`src/hdl/owtsd_pkg.sv`:
```
package owtsd_pkg;

    localparam int FRAME_BYTES = 9;
    localparam int CNT_W = 4;
    localparam logic [CNT_W-1:0] LAST_IDX = CNT_W'(FRAME_BYTES - 1);
    localparam logic [CNT_W-1:0] IDX_TEMP_LSB = CNT_W'(0);
    localparam logic [CNT_W-1:0] IDX_TEMP_MSB = CNT_W'(1);
    localparam logic [CNT_W-1:0] IDX_REMAIN = CNT_W'(6);

    localparam logic [7:0] EXT_FAMILY = 8'h10;
    localparam logic [7:0] CRC_POLY = 8'h8C;

    // 1-Wire CRC-8, reflected, lsb first
    function automatic logic [7:0] crc8_byte(input logic [7:0] crc, input logic [7:0] b);
        logic [7:0] c;
        c = crc ^ b;
        for (int k = 0; k < 8; k++)
        begin
            if (c[0])
            begin
                c = (c >> 1) ^ CRC_POLY;
            end
            else
            begin
                c = c >> 1;
            end
        end
        return c;
    endfunction

endpackage

```
`src/hdl/owtsd_temp.sv`:
```
module owtsd_temp
(
    input  logic [7:0]         temp_low,
    input  logic [7:0]         temp_high,
    input  logic [7:0]         remain_count,
    input  logic [7:0]         family_code,
    output logic signed [15:0] temperature
);

    logic signed [15:0] word;
    logic signed [15:0] half;
    logic signed [19:0] ext_sum;

    // ext: (word >>> 1) * 16 + 12 - remain, saturated
    always_comb
    begin
        word = signed'({temp_high, temp_low});
        half = word >>> 1;
        ext_sum = signed'({half, 4'b0000}) + 20'sd12 - signed'({12'd0, remain_count});
        if (family_code != owtsd_pkg::EXT_FAMILY)
        begin
            temperature = word;
        end
        else if (ext_sum > 20'sd32767)
        begin
            temperature = 16'sh7FFF;
        end
        else if (ext_sum < -20'sd32768)
        begin
            temperature = 16'sh8000;
        end
        else
        begin
            temperature = ext_sum[15:0];
        end
    end

endmodule

```
`src/hdl/onewire_temp_scratchpad_decode.sv`:
```
// channel | signals                                    | role
// in      | in_valid, in_stall, data_byte,             | one scratchpad byte per item
//         | family_code, frame_start                   |
// out     | out_valid, out_stall, temperature,         | one item per completed frame
//         | crc_error                                  |
//
// One byte per cycle unless the input stalls; the CRC byte's result appears in the
// cycle after it is taken, set by the single result register.
// Reset clears the byte count, CRC and captured bytes, and empties the result register.
// Input stalls only while a result is held and the output is stalled.
module onewire_temp_scratchpad_decode
(
    input  logic               clk,
    input  logic               rst_n,
    input  logic               in_valid,
    output logic               in_stall,
    input  logic [7:0]         data_byte,
    input  logic [7:0]         family_code,
    input  logic               frame_start,
    output logic               out_valid,
    input  logic               out_stall,
    output logic signed [15:0] temperature,
    output logic               crc_error
);

    logic [owtsd_pkg::CNT_W-1:0] byte_count_reg;
    logic [owtsd_pkg::CNT_W-1:0] idx;
    logic [7:0]                  crc_accum_reg;
    logic [7:0]                  crc_next;
    logic [7:0]                  temp_low_reg;
    logic [7:0]                  temp_high_reg;
    logic [7:0]                  remain_count_reg;
    logic                        out_valid_reg;
    logic                        out_valid_next;
    logic signed [15:0]          temperature_reg;
    logic                        crc_error_reg;
    logic signed [15:0]          temp_calc;
    logic                        in_accept;
    logic                        is_last;
    logic                        bad;

    assign in_stall = out_valid_reg & out_stall;
    assign in_accept = in_valid & ~in_stall;
    assign idx = frame_start ? owtsd_pkg::IDX_TEMP_LSB : byte_count_reg;
    assign is_last = idx >= owtsd_pkg::LAST_IDX;
    assign bad = crc_accum_reg != data_byte;
    assign crc_next = owtsd_pkg::crc8_byte(
        (idx == owtsd_pkg::IDX_TEMP_LSB) ? 8'h00 : crc_accum_reg, data_byte);
    assign out_valid_next = (in_accept & is_last) | (out_valid_reg & out_stall);

    owtsd_temp u_temp
    (
        .temp_low     (temp_low_reg),
        .temp_high    (temp_high_reg),
        .remain_count (remain_count_reg),
        .family_code  (family_code),
        .temperature  (temp_calc)
    );

    always_ff @(posedge clk or negedge rst_n)
    begin
        if (!rst_n)
        begin
            byte_count_reg   <= '0;
            crc_accum_reg    <= '0;
            temp_low_reg     <= '0;
            temp_high_reg    <= '0;
            remain_count_reg <= '0;
            out_valid_reg    <= 1'b0;
        end
        else
        begin
            out_valid_reg <= out_valid_next;
            if (in_accept)
            begin
                if (is_last)
                begin
                    byte_count_reg <= '0;
                end
                else
                begin
                    byte_count_reg <= idx + 1'b1;
                    crc_accum_reg  <= crc_next;
                    if (idx == owtsd_pkg::IDX_TEMP_LSB)
                    begin
                        temp_low_reg <= data_byte;
                    end
                    else if (idx == owtsd_pkg::IDX_TEMP_MSB)
                    begin
                        temp_high_reg <= data_byte;
                    end
                    else if (idx == owtsd_pkg::IDX_REMAIN)
                    begin
                        remain_count_reg <= data_byte;
                    end
                end
            end
        end
    end

    always_ff @(posedge clk)
    begin
        if (in_accept && is_last)
        begin
            temperature_reg <= bad ? 16'sd0 : temp_calc;
            crc_error_reg   <= bad;
        end
    end

    assign out_valid   = out_valid_reg;
    assign temperature = temperature_reg;
    assign crc_error   = crc_error_reg;

endmodule

```
`config.mk`:
```
export PLATFORM = sky130hd
export DESIGN_NAME = onewire_temp_scratchpad_decode
export DESIGN_NICKNAME = d
export VERILOG_FILES = /design/src/hdl/owtsd_pkg.sv /design/src/hdl/owtsd_temp.sv /design/src/hdl/onewire_temp_scratchpad_decode.sv
export SDC_FILE = /design/constraint.sdc
export NUM_CORES = 1
export LEC_CHECK = 0
export BUFFER_PORTS_ARGS = -buffer_cell sky130_fd_sc_hd__clkbuf_2
export CORE_MARGIN = 4
export CORE_UTILIZATION = 63
export CTS_CLUSTER_SIZE = 12
export DETAILED_ROUTE_END_ITERATION = 16
export PLACE_DENSITY = 0.84
export SLEW_MARGIN = 20
export SYNTH_ARGS = -nofsm -noshare
export SYNTH_HDL_FRONTEND = slang
export SYNTH_SLANG_ARGS = --single-unit
```
`constraint.sdc`:
```
create_clock -name clk -period 5.5 [get_ports clk]
set_input_delay 0 -clock clk [delete_from_list [all_inputs] [get_ports clk]]
set_output_delay 0 -clock clk [all_outputs]
set_load 0.02 [all_outputs]
```
==> results of run 1 <==
==> metal layers <==
metal  part of all wire, %  vias up  wire (µm)  global-route usage (%)
met4                   2.2        0        148                    9.29
met1                    42     1181       2790                    27.4
met3                   5.5       17        368                    4.60
li1                      -     1204          -                       -
met2                    50       94       3340                    38.3
met5                     0        -          0                       0
==> layout make-up <==
class | instances | share of cell area, %
Inverter | 16 | 1.64
Sequential cell | 54 | 39.3
Clock buffer | 5 | 1.88
Timing Repair Buffer | 44 | 6.58
Clock inverter | 3 | 0.617
Multi-Input combinational cell | 235 | 47.5
Tap cell | 70 | 2.40
==> critical path: stages (launching register included) <==
cell,delay (ns)
dfrtp_1,0.42
ha_1,0.39
a21oi_1,0.25
a21boi_0,0.22
o31a_1,0.37
a32oi_2,0.59
nand2_1,0.16
a21oi_2,0.17
==> worst paths after layout <==
path | start | endpoint | slack [ns] | cells past startpoint
worst min-delay path | data_byte[7] | temp_high_reg[7]$_DFFE_PN0P_ | 0.04 | 2
min in group asynchronous | rst_n | out_valid$_DFF_PN0_ | 0.32 | 2
worst min register to register | byte_count_reg[1]$_DFFE_PN0P_ | byte_count_reg[1]$_DFFE_PN0P_ | 0.50 | 2
worst max register to register | temp_low_reg[3]$_DFFE_PN0P_ | temperature[9]$_SDFFCE_PP0P_ | 2.77 | 7
max in group asynchronous | rst_n | temp_high_reg[2]$_DFFE_PN0P_ | 4.61 | 2
worst max-delay path | temp_low_reg[3]$_DFFE_PN0P_ | temperature[9]$_SDFFCE_PP0P_ | 2.77 | 7
==> cells in the mapped netlist (all sizes together) (2+ instances only) <==
master	n	area share (%)
dfrtp	37	28
nand3b	2	0.45
nand4	5	0.95
edfxtp	17	15
xnor2	27	7.2
nor2	9	1.0
a211oi	2	0.45
nand2	38	4.5
nor4	4	1.7
o31ai	2	0.45
a21oi	27	5.2
clkbuf	10	1.1
buf	5	1.1
or4	2	0.45
nand3	3	0.45
ha	9	3.4
inv	16	1.8
xor2	18	4.8
o211ai	4	1.2
nand2b	4	0.76
a21boi	3	0.68
mux2	25	8.5
o21ai	29	4.4
==> per-stage QoR <==
stage | std cells | util, % | instance area, µm²
2_1_floorplan | 320 | - | 3310
3_3_place_gp | 416 | 69.1 | 3530
3_5_place_dp | 416 | 69.1 | 3530
4_1_cts | 427 | 71.5 | 3650
5_1_grt | 427 | 71.5 | 3650
6_report | 427 | 71.5 | 3650
==> report_power, final <==
group          total, W  switching (W)  internal (W)
clock network  0.000226       0.000133     0.0000923
logic          0.000528       0.000275      0.000253
registers      0.000608       0.000120      0.000489
==> cell families after synthesis <==
group	share of synthesized area [%]
XOR/XNOR	12.6
buffers and inverters	4.09
AND/OR/NAND/NOR	12.0
multiplexers	8.51
AO/OA/AOI/OAI	16.0
flip-flops	43.4
adder cells (fa/ha/maj)	3.41
==> what timing repair did <==
| action | 4_1_cts | 5_1_grt |
|---|---|---|
| endpoints found under the setup margin | 0 | 0 |
| gates resized for setup | 0 | 0 |
| hold buffers | 3 | 0 |
| endpoints found under the hold margin | 39 | 0 |
==> metrics.md, run 1 <==
| Metric | Value |
|---|---|
| Fin Setup TNS | 0 ns |
| PwrDens | 373 nW/µm² |
| Share of cells above drive strength 1 | 25.8% |
| Clk pin slew, worst setup/hold paths | 0.10 ns |
| Top_reg_cell synth | dfrtp_1 |
| Initial DRC Count | 213 |
| Yosys synthesis warning count | 0 |
| Slew headroom | 40.6% |
| Routed Antenna Nets | 0 |
| Global-route wire length before repair | 11100 µm |
| Number of flops mapped to enable cells by yosys | 17 |
| CTS Sinks | 54 |
| Peak VDD IR | 0.000251 V |
| Worst-Skew Late Latency | 0.31 ns |
| Clock Skew | 0.0111 ns |
| Fin crit share | 49.7% |
| Post-synthesis async set-or-reset flop share | 68.5% |
| Max Cap Viol | 0 |
| GRT Overall Usage | 22.4% |
| I/O Pins | 40 |
| Root Driver | clkbuf_8 |
| Synth Cell Area | 3310 µm² |
| Final Critical Period | 2.73 ns |
| Vias in the first global route | 2416 |
| Longest Clk Path Bufs | 2 |
| Hpwl dp | 4960 µm |
| Row cnt | 26 |
| Initial antenna violation count | 0 |
| Slew Viols, Final | 0 |
| Nets | 386 |
| Port bufs | 39 |
| DRC violations left | 0 |
| # H-tree levels | 2 |
| Leakage | 1.57 nW |
| Slew @ Worst Pin | 0.891 ns |
| Critical setup path kind | flip-flop to flip-flop |
| Sequential cell area | 1440 µm² |
| Endpoints failing setup | 0 |
| Max reg flops | 16 |
| Worst Path Arrival | 2.90 ns |
| Most frequent cells in the layout | 39 x clkbuf_2, 37 x dfrtp_1, 36 x nand2_1 |
| Via-to-Cell Ratio | 5.85 |
| Gpl congestion | 0.894 |
| CP required | 5.66 ns |
| Avg Inst Size Synth | 10.3 µm² |
| Synthesized Nets | 350 |
| Power consumption | 0.00136 W |
| Die X | 80.5 µm |
| Area of the multi-input gates | 1740 µm² |
| Starting Density | 64.7% |
| Seq cells post-synth | 54 |
| GR Overflow Total | 0 |
| Startpoint Class | flip-flop |
| Synth cell types | 51 |
| Layout area overhead | 10.4% |
| Worst setup margin | 2.77 ns |
| Die Area | 6470 µm² |
| CP Max Fanout | 15 |
| Die height | 80.5 µm |
| WHS | 0.0394 ns |
| Filler cells | 406 |
| Final hold vios | 0 |
| Largest net degree at the start of global routing | 38 |
| Vias post-DR | 2496 |
| TritonCTS clock tree | yes |
| First-pass DRT Iterations | 4 |
| Routed WL per cell | 15.6 µm |
| Seq/Total Area, Yosys | 43.4% |
| CTS Buf Count | 5 |
| Final WL | 6650 µm |
| Crit. End Element | flip-flop |
| Dpl ws | 2.85 ns |
| Outcome | finished clean |
| Type of the tightest min-delay check | input pin to flip-flop |
| Antenna diode count | 0 |
| Top achievable clock speed | 0.366 GHz |
| Core area | 5110 µm² |
| Mapped Cells | 320 |
| Commonest non-fill, non-tap cell in the layout | clkbuf_2 |
| RSZ-0062 raised after global routing | no |
| Setup Fix Bufs, Post-CTS | 0 |
Note: power is estimated with default switching activity, not from simulation.
==> run 2, diff against run 1 <==
Settings changed: CORE_UTILIZATION 63 to 53, PLACE_DENSITY 0.84 to 0.76.
Clock period 5.5 ns to 2.38 ns, I/O delays scaled along.
==> run 2 against run 1 <==
Compared with the run above: clock power rose to 2.6 times the previous value; sequential power rose by 130%; combinational power rose to 2.5 times the previous value; clock skew fell by 0.0035 ns; die area rose by 17%; via count rose by 0.32%; critical path type unchanged; critical endpoint is now temperature[8]$_SDFFCE_PP0P_; largest power group unchanged.
==> metrics.md, run 2 (synthesized netlist as in run 1, its figures left out) <==
| Metric | Value |
|---|---|
| GRT Overall Usage | 19.8% |
| Longest Clk Path Bufs | 2 |
| Slew headroom | 40.8% |
| Starting Density | 55.2% |
| Design Area, Final | 3800 µm² |
| Worst-Skew Late Latency | 0.31 ns |
| Peak VDD IR | 0.000684 V |
| Critical-path cell list | inv_1 > ha_1 > and3b_1 > o211ai_4 > a211o_1 > a32oi_2 > buf_12 > nand2_1 > a21oi_2 |
| Die X | 87.0 µm |
| Vias in the first global route | 2486 |
| Port bufs | 39 |
| Crit. End Element | flip-flop |
| Die Area | 7570 µm² |
| Startpoint Class | flip-flop |
| Flop-to-flop setup slack | 0.09 ns |
| Worst path bufs/invs | 2 |
| Top delay family on crit path | compound AO/OA/AOI/OAI gates |
| Commonest non-fill, non-tap cell in the layout | clkbuf_2 |
| GR Overflow Total | 0 |
| # H-tree levels | 2 |
| Final hold vios | 0 |
| Leakage | 1.63 nW |
| Layout area overhead | 14.8% |
| Fin crit share | 96.4% |
| Slew @ Worst Pin | 0.889 ns |
| Initial antenna violation count | 0 |
| Most frequent cells in the layout | 39 x clkbuf_2, 37 x dfrtp_1, 36 x nand2_1 |
| Max Cap Viol | 0 |
| PwrDens | 875 nW/µm² |
| Slowest cell delay on critical path | 0.43 ns |
| Final WL | 6930 µm |
| Top achievable clock speed | 0.436 GHz |
| Share of cells above drive strength 1 | 28.8% |
| Max reg flops | 16 |
| CP max stage cell | dfrtp_1 |
| Critical Path Sink | temperature[8]$_SDFFCE_PP0P_ |
| I/O Pins | 40 |
| Core area | 5990 µm² |
| Via-to-Cell Ratio | 5.69 |
| Largest net degree at the start of global routing | 38 |
| Routed WL per cell | 15.8 µm |
| Type of the tightest min-delay check | input pin to flip-flop |
| Path depth of the worst reg2reg path | 9 |
| Crit path depth | 9 |
| Gpl congestion | 0.884 |
| Nets | 394 |
| CTS Buf Count | 5 |
| Row cnt | 28 |
| Outcome | finished clean |
| Slew Viols, Final | 0 |
| Vias post-DR | 2504 |
| CP Max Fanout | 15 |
| CP required | 2.55 ns |
| Worst Setup SP | remain_count_reg[1]$_DFFE_PN0P_ |
| TritonCTS clock tree | yes |
| Clock Skew | 0.00763 ns |
| Worst R2R Start | remain_count_reg[1]$_DFFE_PN0P_ |
| Global-route wire length before repair | 11700 µm |
| Initial DRC Count | 115 |
| Die height | 87.0 µm |
| Clk pin slew, worst setup/hold paths | 0.10 ns |
| Antenna diode count | 0 |
| DP Area | 3610 µm² |
| Endpoints failing setup | 0 |
| CTS Sinks | 54 |
| Worst Path Arrival | 2.46 ns |
| Critical setup path kind | flip-flop to flip-flop |
| Routed Antenna Nets | 0 |
| R2r endpoint | temperature[8]$_SDFFCE_PP0P_ |
| Final Critical Period | 2.29 ns |
| Fin Setup TNS | 0 ns |
| Root Driver | clkbuf_8 |
| First-pass DRT Iterations | 4 |
| DRC violations left | 0 |
| Hpwl dp | 5120 µm |
-- run 2: changes by cell type in the layout (fill, tap and decap cells not counted), sizes merged --
cell    change
clkbuf      +2
buf         +8
clkinv      -1
inv         -1
-- run 2: repair_timing --
item                                    CTS  global route
buffers inserted                          0             0
endpoints found under the setup margin   15            15
hold endpoints to repair                 39             0
resized for setup                         2            10
pin swaps                                 0             2
hold buffers                              3             0
-- run 2: metal layers --
layer  vias to the layer above  global-route usage [%]  share of wire (%)
met5                         -                       0                  0
met4                         0                    4.82                1.2
met3                        10                    4.07                5.2
met2                        72                    34.6                 50
met1                      1193                    24.9                 44
li1                       1229                       -                  -
-- run 2: how the worst min path moves through the flow --
stage / start / end / depth (start not counted)
floorplan: rst_n / byte_count_reg[0]$_DFFE_PN0P_ / 0
global placement: rst_n / crc_accum_reg[6]$_DFFE_PN0P_ / 1
detailed placement: rst_n / crc_accum_reg[6]$_DFFE_PN0P_ / 1
CTS: data_byte[3] / temp_low_reg[3]$_DFFE_PN0P_ / 2
global route: data_byte[3] / temp_low_reg[3]$_DFFE_PN0P_ / 2
finish: data_byte[3] / temp_low_reg[3]$_DFFE_PN0P_ / 2
-- run 2: per-stage QoR --
step | util (%) | total power, W | hold WS [ns] | instances | setup slack [ns]
detailed placement | 60.2 | 0.00270 | 0.170 | 429 | 0.00876
finish | 63.4 | 0.00332 | 0.0450 | 440 | 0.0867
floorplan | - | 0.00239 | -0.296 | 320 | 0.143
global route | 63.4 | 0.00356 | 0.0505 | 440 | -0.0205
global placement | 60.2 | 0.00265 | 0.167 | 429 | 0.0858
CTS | 62.5 | 0.00329 | 0.0352 | 440 | 0.0188
-- run 2: area by class of cell --
type	count	area, µm²
clock buffer	7	97.6
timing repair buffer	52	317
multi-input combinational	235	1790
clock inverter	1	6.26
tap	75	93.8
sequential	54	1440
fill	492	2190
inverter	16	60.1
-- run 2: power by group --
group	switching, W	internal [W]
clock network	0.000304	0.000273
registers	0.000277	0.00113
logic	0.000664	0.000675
total	0.00125	0.00208
